===== src/hw/rtl/csvp_pkg.sv =====
// Package for the CSV record/field parser: character codes, token and
// quote-state types, and the decode bundle passed from decoder to token buffer.
// No dependencies.
package csvp_pkg;

    localparam logic [7:0] CH_COMMA = 8'h2C;
    localparam logic [7:0] CH_QUOTE = 8'h22;
    localparam logic [7:0] CH_CR    = 8'h0D;
    localparam logic [7:0] CH_LF    = 8'h0A;

    // Most tokens one input byte can produce
    localparam int MAX_TOKENS = 3;

    typedef enum logic [1:0] {
        TOK_DATA   = 2'd0,
        TOK_FIELD  = 2'd1,
        TOK_RECORD = 2'd2
    } tok_type_t;

    typedef enum logic [1:0] {
        QM_OUTSIDE = 2'd0,
        QM_INSIDE  = 2'd1,
        QM_PENDING = 2'd2
    } quote_mode_t;

    typedef struct packed {
        tok_type_t  kind;
        logic [7:0] value;
    } token_t;

    typedef struct packed {
        quote_mode_t qmode;
        logic        cr_held;
    } parse_state_t;

    typedef struct packed {
        token_t [MAX_TOKENS-1:0] tok;
        logic [1:0]              count;
    } token_group_t;

endpackage


===== src/hw/rtl/csvp_decode.sv =====
// Combinational byte decoder: one text byte plus the parser state in,
// up to three tokens and the next parser state out. Uses csvp_pkg.
module csvp_decode (
    input  logic [7:0]            text_byte,
    input  logic                  stream_end,
    input  csvp_pkg::parse_state_t state_cur,
    output csvp_pkg::token_group_t tokens,
    output csvp_pkg::parse_state_t state_next
);
    import csvp_pkg::*;

    always_comb begin
        token_group_t grp;
        quote_mode_t  mode;
        logic         cr_next;
        logic         closed;
        logic         consumed;

        grp      = '0;
        cr_next  = 1'b0;
        closed   = 1'b0;
        consumed = 1'b0;

        case (state_cur.qmode)
            QM_OUTSIDE: mode = QM_OUTSIDE;
            QM_PENDING: mode = QM_PENDING;
            default:    mode = QM_INSIDE; // unused code behaves as inside
        endcase

        // held CR: dropped before LF, otherwise emitted as data
        if (state_cur.cr_held && text_byte != CH_LF) begin
            grp.tok[grp.count] = '{kind: TOK_DATA, value: CH_CR};
            grp.count          = grp.count + 2'd1;
        end

        // pending quote: doubled quote or close
        if (mode == QM_PENDING) begin
            if (text_byte == CH_QUOTE) begin
                grp.tok[grp.count] = '{kind: TOK_DATA, value: CH_QUOTE};
                grp.count          = grp.count + 2'd1;
                mode               = QM_INSIDE;
                consumed           = 1'b1;
            end else begin
                mode = QM_OUTSIDE;
            end
        end

        if (!consumed) begin
            if (text_byte == CH_CR) begin
                cr_next = !stream_end;
            end else if (text_byte == CH_LF) begin
                if (mode == QM_OUTSIDE || stream_end) begin
                    grp.tok[grp.count] = '{kind: TOK_RECORD, value: 8'h00};
                    closed             = 1'b1;
                end else begin
                    grp.tok[grp.count] = '{kind: TOK_DATA, value: CH_LF};
                end
                grp.count = grp.count + 2'd1;
            end else if (text_byte == CH_QUOTE) begin
                mode = (mode == QM_OUTSIDE) ? QM_INSIDE : QM_PENDING;
            end else if (mode == QM_OUTSIDE && text_byte == CH_COMMA) begin
                grp.tok[grp.count] = '{kind: TOK_FIELD, value: 8'h00};
                grp.count          = grp.count + 2'd1;
            end else begin
                grp.tok[grp.count] = '{kind: TOK_DATA, value: text_byte};
                grp.count          = grp.count + 2'd1;
            end
        end

        // final byte closes any open record and restarts the stream state
        if (stream_end) begin
            if (!closed) begin
                grp.tok[grp.count] = '{kind: TOK_RECORD, value: 8'h00};
                grp.count          = grp.count + 2'd1;
            end
            mode    = QM_OUTSIDE;
            cr_next = 1'b0;
        end

        tokens               = grp;
        state_next.qmode     = mode;
        state_next.cr_held   = cr_next;
    end

endmodule


===== src/hw/rtl/csvp_token_buf.sv =====
// Token buffer and output register: holds the tokens of one byte and
// drains them one beat per cycle while out_ready allows. Uses csvp_pkg.
module csvp_token_buf (
    input  logic                   aclk,
    input  logic                   aresetn,
    input  logic                   load,
    input  csvp_pkg::token_group_t tokens,
    output logic                   load_ready,
    output logic                   out_valid,
    input  logic                   out_ready,
    output csvp_pkg::token_t       out_tok,
    output logic                   out_last
);
    import csvp_pkg::*;

    logic [1:0]                rem_reg, rem_next;
    logic [1:0]                pos_reg, pos_next;
    token_t [MAX_TOKENS-1:0]   slot_reg;
    logic                      out_valid_reg, out_valid_next;
    token_t                    out_tok_reg;
    logic                      out_last_reg;
    logic                      out_free;
    logic                      move;

    assign out_free   = !out_valid_reg || out_ready;
    assign move       = (rem_reg != 2'd0) && out_free;
    assign load_ready = (rem_reg == 2'd0) || ((rem_reg == 2'd1) && out_free);

    always_comb begin
        rem_next       = rem_reg;
        pos_next       = pos_reg;
        out_valid_next = out_valid_reg;
        if (move) begin
            rem_next       = rem_reg - 2'd1;
            pos_next       = pos_reg + 2'd1;
            out_valid_next = 1'b1;
        end else if (out_free) begin
            out_valid_next = 1'b0;
        end
        if (load) begin
            rem_next = tokens.count;
            pos_next = 2'd0;
        end
    end

    always_ff @(posedge aclk) begin
        if (!aresetn) begin
            rem_reg       <= 2'd0;
            pos_reg       <= 2'd0;
            out_valid_reg <= 1'b0;
        end else begin
            rem_reg       <= rem_next;
            pos_reg       <= pos_next;
            out_valid_reg <= out_valid_next;
        end
    end

    always_ff @(posedge aclk) begin
        if (load) begin
            slot_reg <= tokens.tok;
        end
        if (move) begin
            out_tok_reg  <= slot_reg[pos_reg];
            out_last_reg <= (rem_reg == 2'd1);
        end
    end

    assign out_valid = out_valid_reg;
    assign out_tok   = out_tok_reg;
    assign out_last  = out_last_reg;

endmodule


===== src/hw/rtl/csv_record_field_parser_top.sv =====
// Top level of the CSV record/field parser.
// Instantiates csvp_decode and csvp_token_buf; uses csvp_pkg.
//
// Streaming CSV tokenizer. Text arrives one byte per input beat, with
// s_stream_end set on the final byte of a stream. Each byte produces zero to
// three result beats: field data bytes (token type 0), field ends (1) and
// field-plus-record ends (2); m_run_end marks the last result of a byte. A
// quote opens a quoted section anywhere; inside it a doubled quote gives one
// quote byte and a single quote closes it. Commas and line feeds split fields
// and records only outside quotes, save that a final LF always ends the
// record. A CR just before an LF, or as the final byte, is dropped.
// Throughput: one byte per cycle while m_ready is high, for bytes that make
// at most one result; a byte making more holds the input until the three-slot
// token buffer, draining one beat per cycle, holds its last token. The input
// is taken while a finished result still waits in the output register.
module csv_record_field_parser_top (
    input  logic       aclk,
    input  logic       aresetn,
    // input byte channel
    input  logic       s_valid,
    output logic       s_ready,
    input  logic [7:0] s_text_byte,
    input  logic       s_stream_end,
    // result channel
    output logic       m_valid,
    input  logic       m_ready,
    output logic [1:0] m_token_type,
    output logic [7:0] m_value,
    output logic       m_run_end
);
    import csvp_pkg::*;

    parse_state_t state_reg;   // quote mode and held CR
    parse_state_t state_next;
    token_group_t tokens;
    token_t       out_tok;
    logic         accept;
    logic         buf_ready;

    assign s_ready = buf_ready;
    assign accept  = s_valid && buf_ready;

    // byte decode against current parser state
    csvp_decode u_decode (
        .text_byte  (s_text_byte),
        .stream_end (s_stream_end),
        .state_cur  (state_reg),
        .tokens     (tokens),
        .state_next (state_next)
    );

    // parser state advances only on an accepted beat
    always_ff @(posedge aclk) begin
        if (!aresetn) begin
            state_reg <= '{qmode: QM_OUTSIDE, cr_held: 1'b0};
        end else if (accept) begin
            state_reg <= state_next;
        end
    end

    // token slots plus output register
    csvp_token_buf u_token_buf (
        .aclk       (aclk),
        .aresetn    (aresetn),
        .load       (accept),
        .tokens     (tokens),
        .load_ready (buf_ready),
        .out_valid  (m_valid),
        .out_ready  (m_ready),
        .out_tok    (out_tok),
        .out_last   (m_run_end)
    );

    assign m_token_type = out_tok.kind;
    assign m_value      = out_tok.value;

endmodule

===== config.mk =====
export PLATFORM = sky130hd
export DESIGN_NAME = csv_record_field_parser_top
export DESIGN_NICKNAME = d
export VERILOG_FILES = /design/src/hw/rtl/csvp_pkg.sv /design/src/hw/rtl/csvp_decode.sv /design/src/hw/rtl/csvp_token_buf.sv /design/src/hw/rtl/csv_record_field_parser_top.sv
export SDC_FILE = /design/constraint.sdc
export NUM_CORES = 1
export LEC_CHECK = 0
export ABC_AREA = 1
export ABC_CLOCK_PERIOD_IN_PS = 7650
export BUFFER_PORTS_ARGS = -buffer_cell sky130_fd_sc_hd__buf_2
export CAP_MARGIN = 10
export CORE_ASPECT_RATIO = 1.2
export CORE_UTILIZATION = 64
export CTS_CLUSTER_DIAMETER = 80
export DETAILED_ROUTE_END_ITERATION = 8
export PLACE_DENSITY = 0.93
export SYNTH_ARGS = -nofsm -noshare
export SYNTH_HDL_FRONTEND = slang
export SYNTH_SLANG_ARGS = --single-unit

===== constraint.sdc =====
create_clock -name aclk -period 7.65 [get_ports aclk]
set_input_delay 1.53 -clock aclk [delete_from_list [all_inputs] [get_ports aclk]]
set_output_delay 1.53 -clock aclk [all_outputs]
set_load 0.01 [all_outputs]

==> flow_metrics.env, run 1 <==
export IMPL_hold_viol=0
export IMPL_drv_cap=0
export IMPL_core_area_um2=4330
export IMPL_outcome="complete, no violations"
export IMPL_slew_headroom_pct=61.1
export IMPL_clk_pin_slew_ns=0.08
export IMPL_grt_max_degree=34
export IMPL_postCtsSetupBuffers=0
export IMPL_antenna_found_initial=0
export IMPL_fillers=333
export IMPL_ios=26
export IMPL_regArea_um2=1390
export IMPL_finalWeightedCongestion=0.962
export IMPL_placed_area_um2=3080
export IMPL_fp_dieH_um=75.9
export IMPL_place_ws_ns=3.36
export IMPL_setup_ws_ns=3.65
export IMPL_crit_fanout=8
export IMPL_diodes=0
export IMPL_clock_latency_ns=0.29
export IMPL_yosys_warnings=0
export IMPL_h_tree_depth=2
export IMPL_grt_usage_pct=26.0
export IMPL_post_route_period_util_pct=52.3
export IMPL_hold_class="reg2reg"
export IMPL_drv_slew=0
export IMPL_synth_top_area_share_pct=42.3
export IMPL_first_global_vias=2027
export IMPL_p_leak_nw=1.40
export IMPL_port_buffers=25
export IMPL_largest_register_ffs=30
export IMPL_fin_total_pwr_mw=0.841
export IMPL_p_per_area_nw_per_um2=264
export IMPL_num_rows=26
export IMPL_start_util_pct=67.3
export IMPL_rsz0062_at_grt="no"
export IMPL_tightest_slew_ns=0.584
export IMPL_synth_fp_nets=351
export IMPL_yosys_top_cells_area="edfxtp_1, nand2_1, nor2_1, dfxtp_1, o21ai_0"
export IMPL_design_area_um2=3190
export IMPL_peakVddDrop_v=0.000120
export IMPL_ctsHoldBuffers=0
export IMPL_synth_seq_cells=49
export IMPL_vias_per_cell=5.41
export IMPL_drt_pass1_iter_count=5
export IMPL_drc_errors=0
export IMPL_die_w_um=63.6
export IMPL_end_kind="register"
export IMPL_clockBufferDepth=2
export IMPL_final_layout_size_suffix_gt1_share_pct=23.4
export IMPL_fmaxAchievable_mhz=250
export IMPL_vias=2222
export IMPL_finalClockSkew_ns=0.00407
export IMPL_cts_tree="done"
export IMPL_synth_yosys_seq_area_share_pct=47.8
export IMPL_fin_util_pct=73.6
export IMPL_cts_sinks=49
export IMPL_syn_to_final_growth_pct=9.46
export IMPL_ant_nets=0
export IMPL_numCtsBuffers=5
export IMPL_yosysTopAreaCell="edfxtp_1"
export IMPL_multi_input_area_um2=1310
export IMPL_ys_types=30
export IMPL_fin_tns_setup_ns=0
export IMPL_cts_repair_resize_count=0
export IMPL_finalNetCount=377
export IMPL_synth_avg_cell_area_um2=8.87
export IMPL_wl_per_cell_um=14.0
export IMPL_cts_root_buf="clkbuf_8"
export IMPL_cp_arrival_ns=4.10
export IMPL_finalSetupViolations=0
export IMPL_die_area_um2=4820
export IMPL_critPathLaunchType="input port"
export IMPL_fin_crit_ns=4.00
export IMPL_drt_iter0_markers=193
export IMPL_crit_type="in2reg"
export IMPL_hpwl_um=4420
export IMPL_syn_area_um2=2910
export IMPL_grt_pass1_wl_um=9270
export IMPL_drt_total_wl_um=5770
export IMPL_cp_required_ns=7.75
export IMPL_globalRouteOverflowTotal=0
export IMPL_synthCells=328
-- report_power, final --
part	leakage, nW	total, mW	internal, mW	switching (mW)
sequential	0.464	0.435	0.404	0.0311
clock	0.0528	0.176	0.0965	0.0798
combinational	0.885	0.230	0.0736	0.156
-- final cells by class --
type                    count  share of cell area [%]
clock buffers               6                    2.28
clock inverters             2                    1.06
inverters                  45                    5.54
multi-input cells         227                    41.1
flip-flops and latches     49                    43.7
well taps                  56                    2.20
repair buffers             26                    4.16
-- metal layers --
metal / global-route usage, % / part of all wire, % / up-vias
met5: 0 / 0 / -
met4: 11.9 / 2.6 / 0
met3: 4.79 / 5.9 / 13
met2: 46.1 / 51 / 92
met1: 31.2 / 40 / 991
li1: - / - / 1126
-- placed cells by master (no fill, tap or decap), types with 2 or more instances in the layout --
cell and count:
nand2_1 65, nor2_1 43, edfxtp_1 41, inv_1 36, o21ai_0 28, buf_2 25
nand3_1 22, ha_1 10, inv_2 8, nand3_2 8, dfxtp_1 8, nand2_2 7
a21oi_1 7, nor2_2 5, clkbuf_8 5, nand2_4 4, nor2_4 4, nor2_8 4
nor3_2 4, a21oi_2 4, nor3_1 2, o22ai_1 2, xor2_1 2
-- cell usage after synthesis, drive strengths merged --
cell / count
a21oi: 11
dfxtp: 8
nand3: 31
nor2: 56
nand2: 76
o22ai: 2
xor2: 2
ha: 10
nand4: 1
a31oi: 1
o21ai: 29
nor3: 6
inv: 45
clkbuf: 6
edfxtp: 41
nor4: 1
buf: 1
nor3b: 1
-- final timing paths --
check                                           from                                 end  slack, ns  cells past startpoint
setup reg to reg           state_reg[0]$_SDFFE_PN0P_  u_token_buf.slot_reg[10]$_DFFE_PP_       5.03                     15
hold / removal    u_token_buf.slot_reg[23]$_DFFE_PP_    u_token_buf.out_tok[3]$_DFFE_PP_       0.56                      2
setup / recovery                      s_text_byte[6]  u_token_buf.slot_reg[10]$_DFFE_PP_       3.65                     19
hold reg to reg   u_token_buf.slot_reg[23]$_DFFE_PP_    u_token_buf.out_tok[3]$_DFFE_PP_       0.56                      2
-- critical path: stages --
cell and delay (ns):
buf_2 0.10, inv_1 0.12, nand2_1 0.14, nor2_2 0.17, nand2_4 0.12, inv_8 0.12, nor2_8 0.05, ha_1 0.27
nand2_1 0.13, nand2_2 0.10, ha_1 0.30, nor2_1 0.10, nand2_1 0.07, nand3_2 0.11, inv_1 0.07, ha_1 0.21
nand2_4 0.10, inv_2 0.06, nor4_1 0.22
-- logic make-up after synthesis --
family                     share of synthesized area, %
AOI/OAI and AO/OA                                  8.17
and+or+nand+nor                                    31.9
xor gates and xnor gates                          0.602
adders and majority gates                          4.30
DFF                                                47.8
buffers and inverters                              7.22
-- metrics by stage --
stage	hold slack [ns]	std cells
final	0.560	411
after global routing	0.589	411
after CTS	0.560	411
after detailed placement	0.543	403
after global placement	0.535	403
after floorplan	0.512	328
(Power assumes the default switching activity.)
==> run 2, diff against run 1 <==
- ABC_CLOCK_PERIOD_IN_PS: 7650 -> 3700
- CORE_UTILIZATION: 64 -> 59
- PLACE_DENSITY: 0.93 -> 0.87
- clock period: 7.65 -> 3.7 ns (I/O delays scaled with it)
==> flow_metrics.env, run 2 (synthesis results as in run 1) <==
export IMPL_outcome="complete, no violations"
export IMPL_vias_per_cell=5.42
export IMPL_grt_pass1_wl_um=9720
export IMPL_die_w_um=66.1
export IMPL_die_area_um2=5220
export IMPL_cts_root_buf="clkbuf_8"
export IMPL_post_route_period_util_pct=87.8
export IMPL_design_area_um2=3190
export IMPL_hpwl_um=4530
export IMPL_critPathLaunch="s_text_byte[7]"
export IMPL_clk_pin_slew_ns=0.08
export IMPL_busiest_layer="met2"
export IMPL_met2_usage_pct=43.8
export IMPL_drt_total_wl_um=5920
export IMPL_crit_type="in2reg"
export IMPL_syn_to_final_growth_pct=9.54
export IMPL_path_cells="buf_2 -> inv_1 -> nand2_1 -> nor2_2 -> nand2_4 -> inv_8 -> nor2_8 -> ha_1 -> nand2_1 -> nand2_2 -> ha_1 -> nor2_1 -> nand2_1 -> nand3_2 -> inv_1 -> ha_1 -> nand2_4 -> inv_2 -> nor4_1"
export IMPL_numCtsBuffers=5
export IMPL_drv_slew=0
export IMPL_r2r_start="state_reg[0]$_SDFFE_PN0P_"
export IMPL_hold_viol=0
export IMPL_final_cell_mix="nand2_1, nor2_1, edfxtp_1"
export IMPL_h_tree_depth=2
export IMPL_clockBufferDepth=2
export IMPL_hp_start="u_token_buf.slot_reg[26]$_DFFE_PP_"
export IMPL_p_leak_nw=1.40
export IMPL_rsz0062_at_grt="no"
export IMPL_drv_cap=0
export IMPL_fin_total_pwr_mw=1.75
export IMPL_peakVddDrop_v=0.000298
export IMPL_core_area_um2=4660
export IMPL_drc_errors=0
export IMPL_grt_max_degree=34
export IMPL_wl_per_cell_um=14.3
export IMPL_port_buffers=25
export IMPL_fin_tns_setup_ns=0
export IMPL_finalClockSkew_ns=0.00613
export IMPL_cp_required_ns=3.79
export IMPL_crit_family="simple AND/OR/NAND/NOR gates"
export IMPL_finalWeightedCongestion=0.962
export IMPL_crit_fanout=8
export IMPL_antenna_found_initial=0
export IMPL_critical_path_slowest_cell="ha_1"
export IMPL_start_util_pct=62.4
export IMPL_ant_nets=0
export IMPL_hold_class="reg2reg"
export IMPL_fmaxAchievable_mhz=308
export IMPL_cts_repair_resize_count=0
export IMPL_drt_iter0_markers=194
export IMPL_place_ws_ns=0.185
export IMPL_fin_crit_ns=3.25
export IMPL_num_rows=27
export IMPL_end_kind="register"
export IMPL_fp_dieH_um=78.9
export IMPL_globalRouteMet1Util_pct=30.6
export IMPL_diodes=0
export IMPL_globalRouteOverflowTotal=0
export IMPL_use_met3_pct=3.88
export IMPL_postCtsSetupBuffers=0
export IMPL_tightest_slew_ns=0.576
export IMPL_clock_latency_ns=0.30
export IMPL_ios=26
export IMPL_cpPeakStageDelay_ns=0.30
export IMPL_cp_arrival_ns=3.33
export IMPL_setup_ws_ns=0.453
export IMPL_grt_usage_pct=25.2
export IMPL_finalNetCount=377
export IMPL_largest_register_ffs=30
export IMPL_placed_area_um2=3080
export IMPL_critPathLaunchType="input port"
export IMPL_drt_pass1_iter_count=5
export IMPL_finalSetupViolations=0
export IMPL_path_buf_inv=5
export IMPL_vias=2237
export IMPL_final_common_cell="nand2_1"
export IMPL_slew_headroom_pct=61.5
export IMPL_cts_tree="done"
export IMPL_p_per_area_nw_per_um2=549
export IMPL_cts_sinks=49
export IMPL_final_layout_size_suffix_gt1_share_pct=23.4
export IMPL_ctsHoldBuffers=0
export IMPL_first_global_vias=2108
-- run 2: cell type report --
class	count	area (um^2)
multi-input cells	227	1310
clock buffers	6	72.6
fillers	366	1470
repair buffers	26	133
inverters	45	176
well taps	58	72.6
clock inverters	2	33.8
flip-flops and latches	49	1390
-- run 2: report_power, final --
group          total, mW  switching, mW  internal (mW)
Sequential         0.901         0.0665          0.835
Clock              0.365          0.165          0.200
Combinational      0.483          0.331          0.152
-- run 2: through the flow --
step                utilization [%]  instances  hold slack, ns
finish                         68.4        413           0.569
global route                   68.4        413           0.577
CTS                            68.4        413           0.569
detailed placement             66.1        405           0.549
global placement               66.1        405           0.534
floorplan                         -        328           0.512
-- run 2: final timing paths --
kind                                         to  slack, ns  depth (start not counted)
min reg2reg    u_token_buf.out_tok[6]$_DFFE_PP_       0.57                          2
max          u_token_buf.slot_reg[10]$_DFFE_PP_       0.45                         19
min            u_token_buf.out_tok[6]$_DFFE_PP_       0.57                          2
max reg2reg  u_token_buf.slot_reg[10]$_DFFE_PP_       1.01                         15
-- run 2: worst reg2reg max path, delay by kind of cell (launching register included) --
kind	cells	cell delay [ns]
simple gates	7	1.05
flops	1	0.37
buf+inv	5	0.40
fa+ha+maj	3	0.67
-- run 2: layer usage --
layer | wire length [um] | part of all wire (%) | vias to the layer above
met1 | 2430 | 41 | 1023
met4 | 149 | 2.5 | 0
met5 | 0 | 0 | -
li1 | - | - | 1124
met2 | 3070 | 52 | 76
met3 | 272 | 4.6 | 14
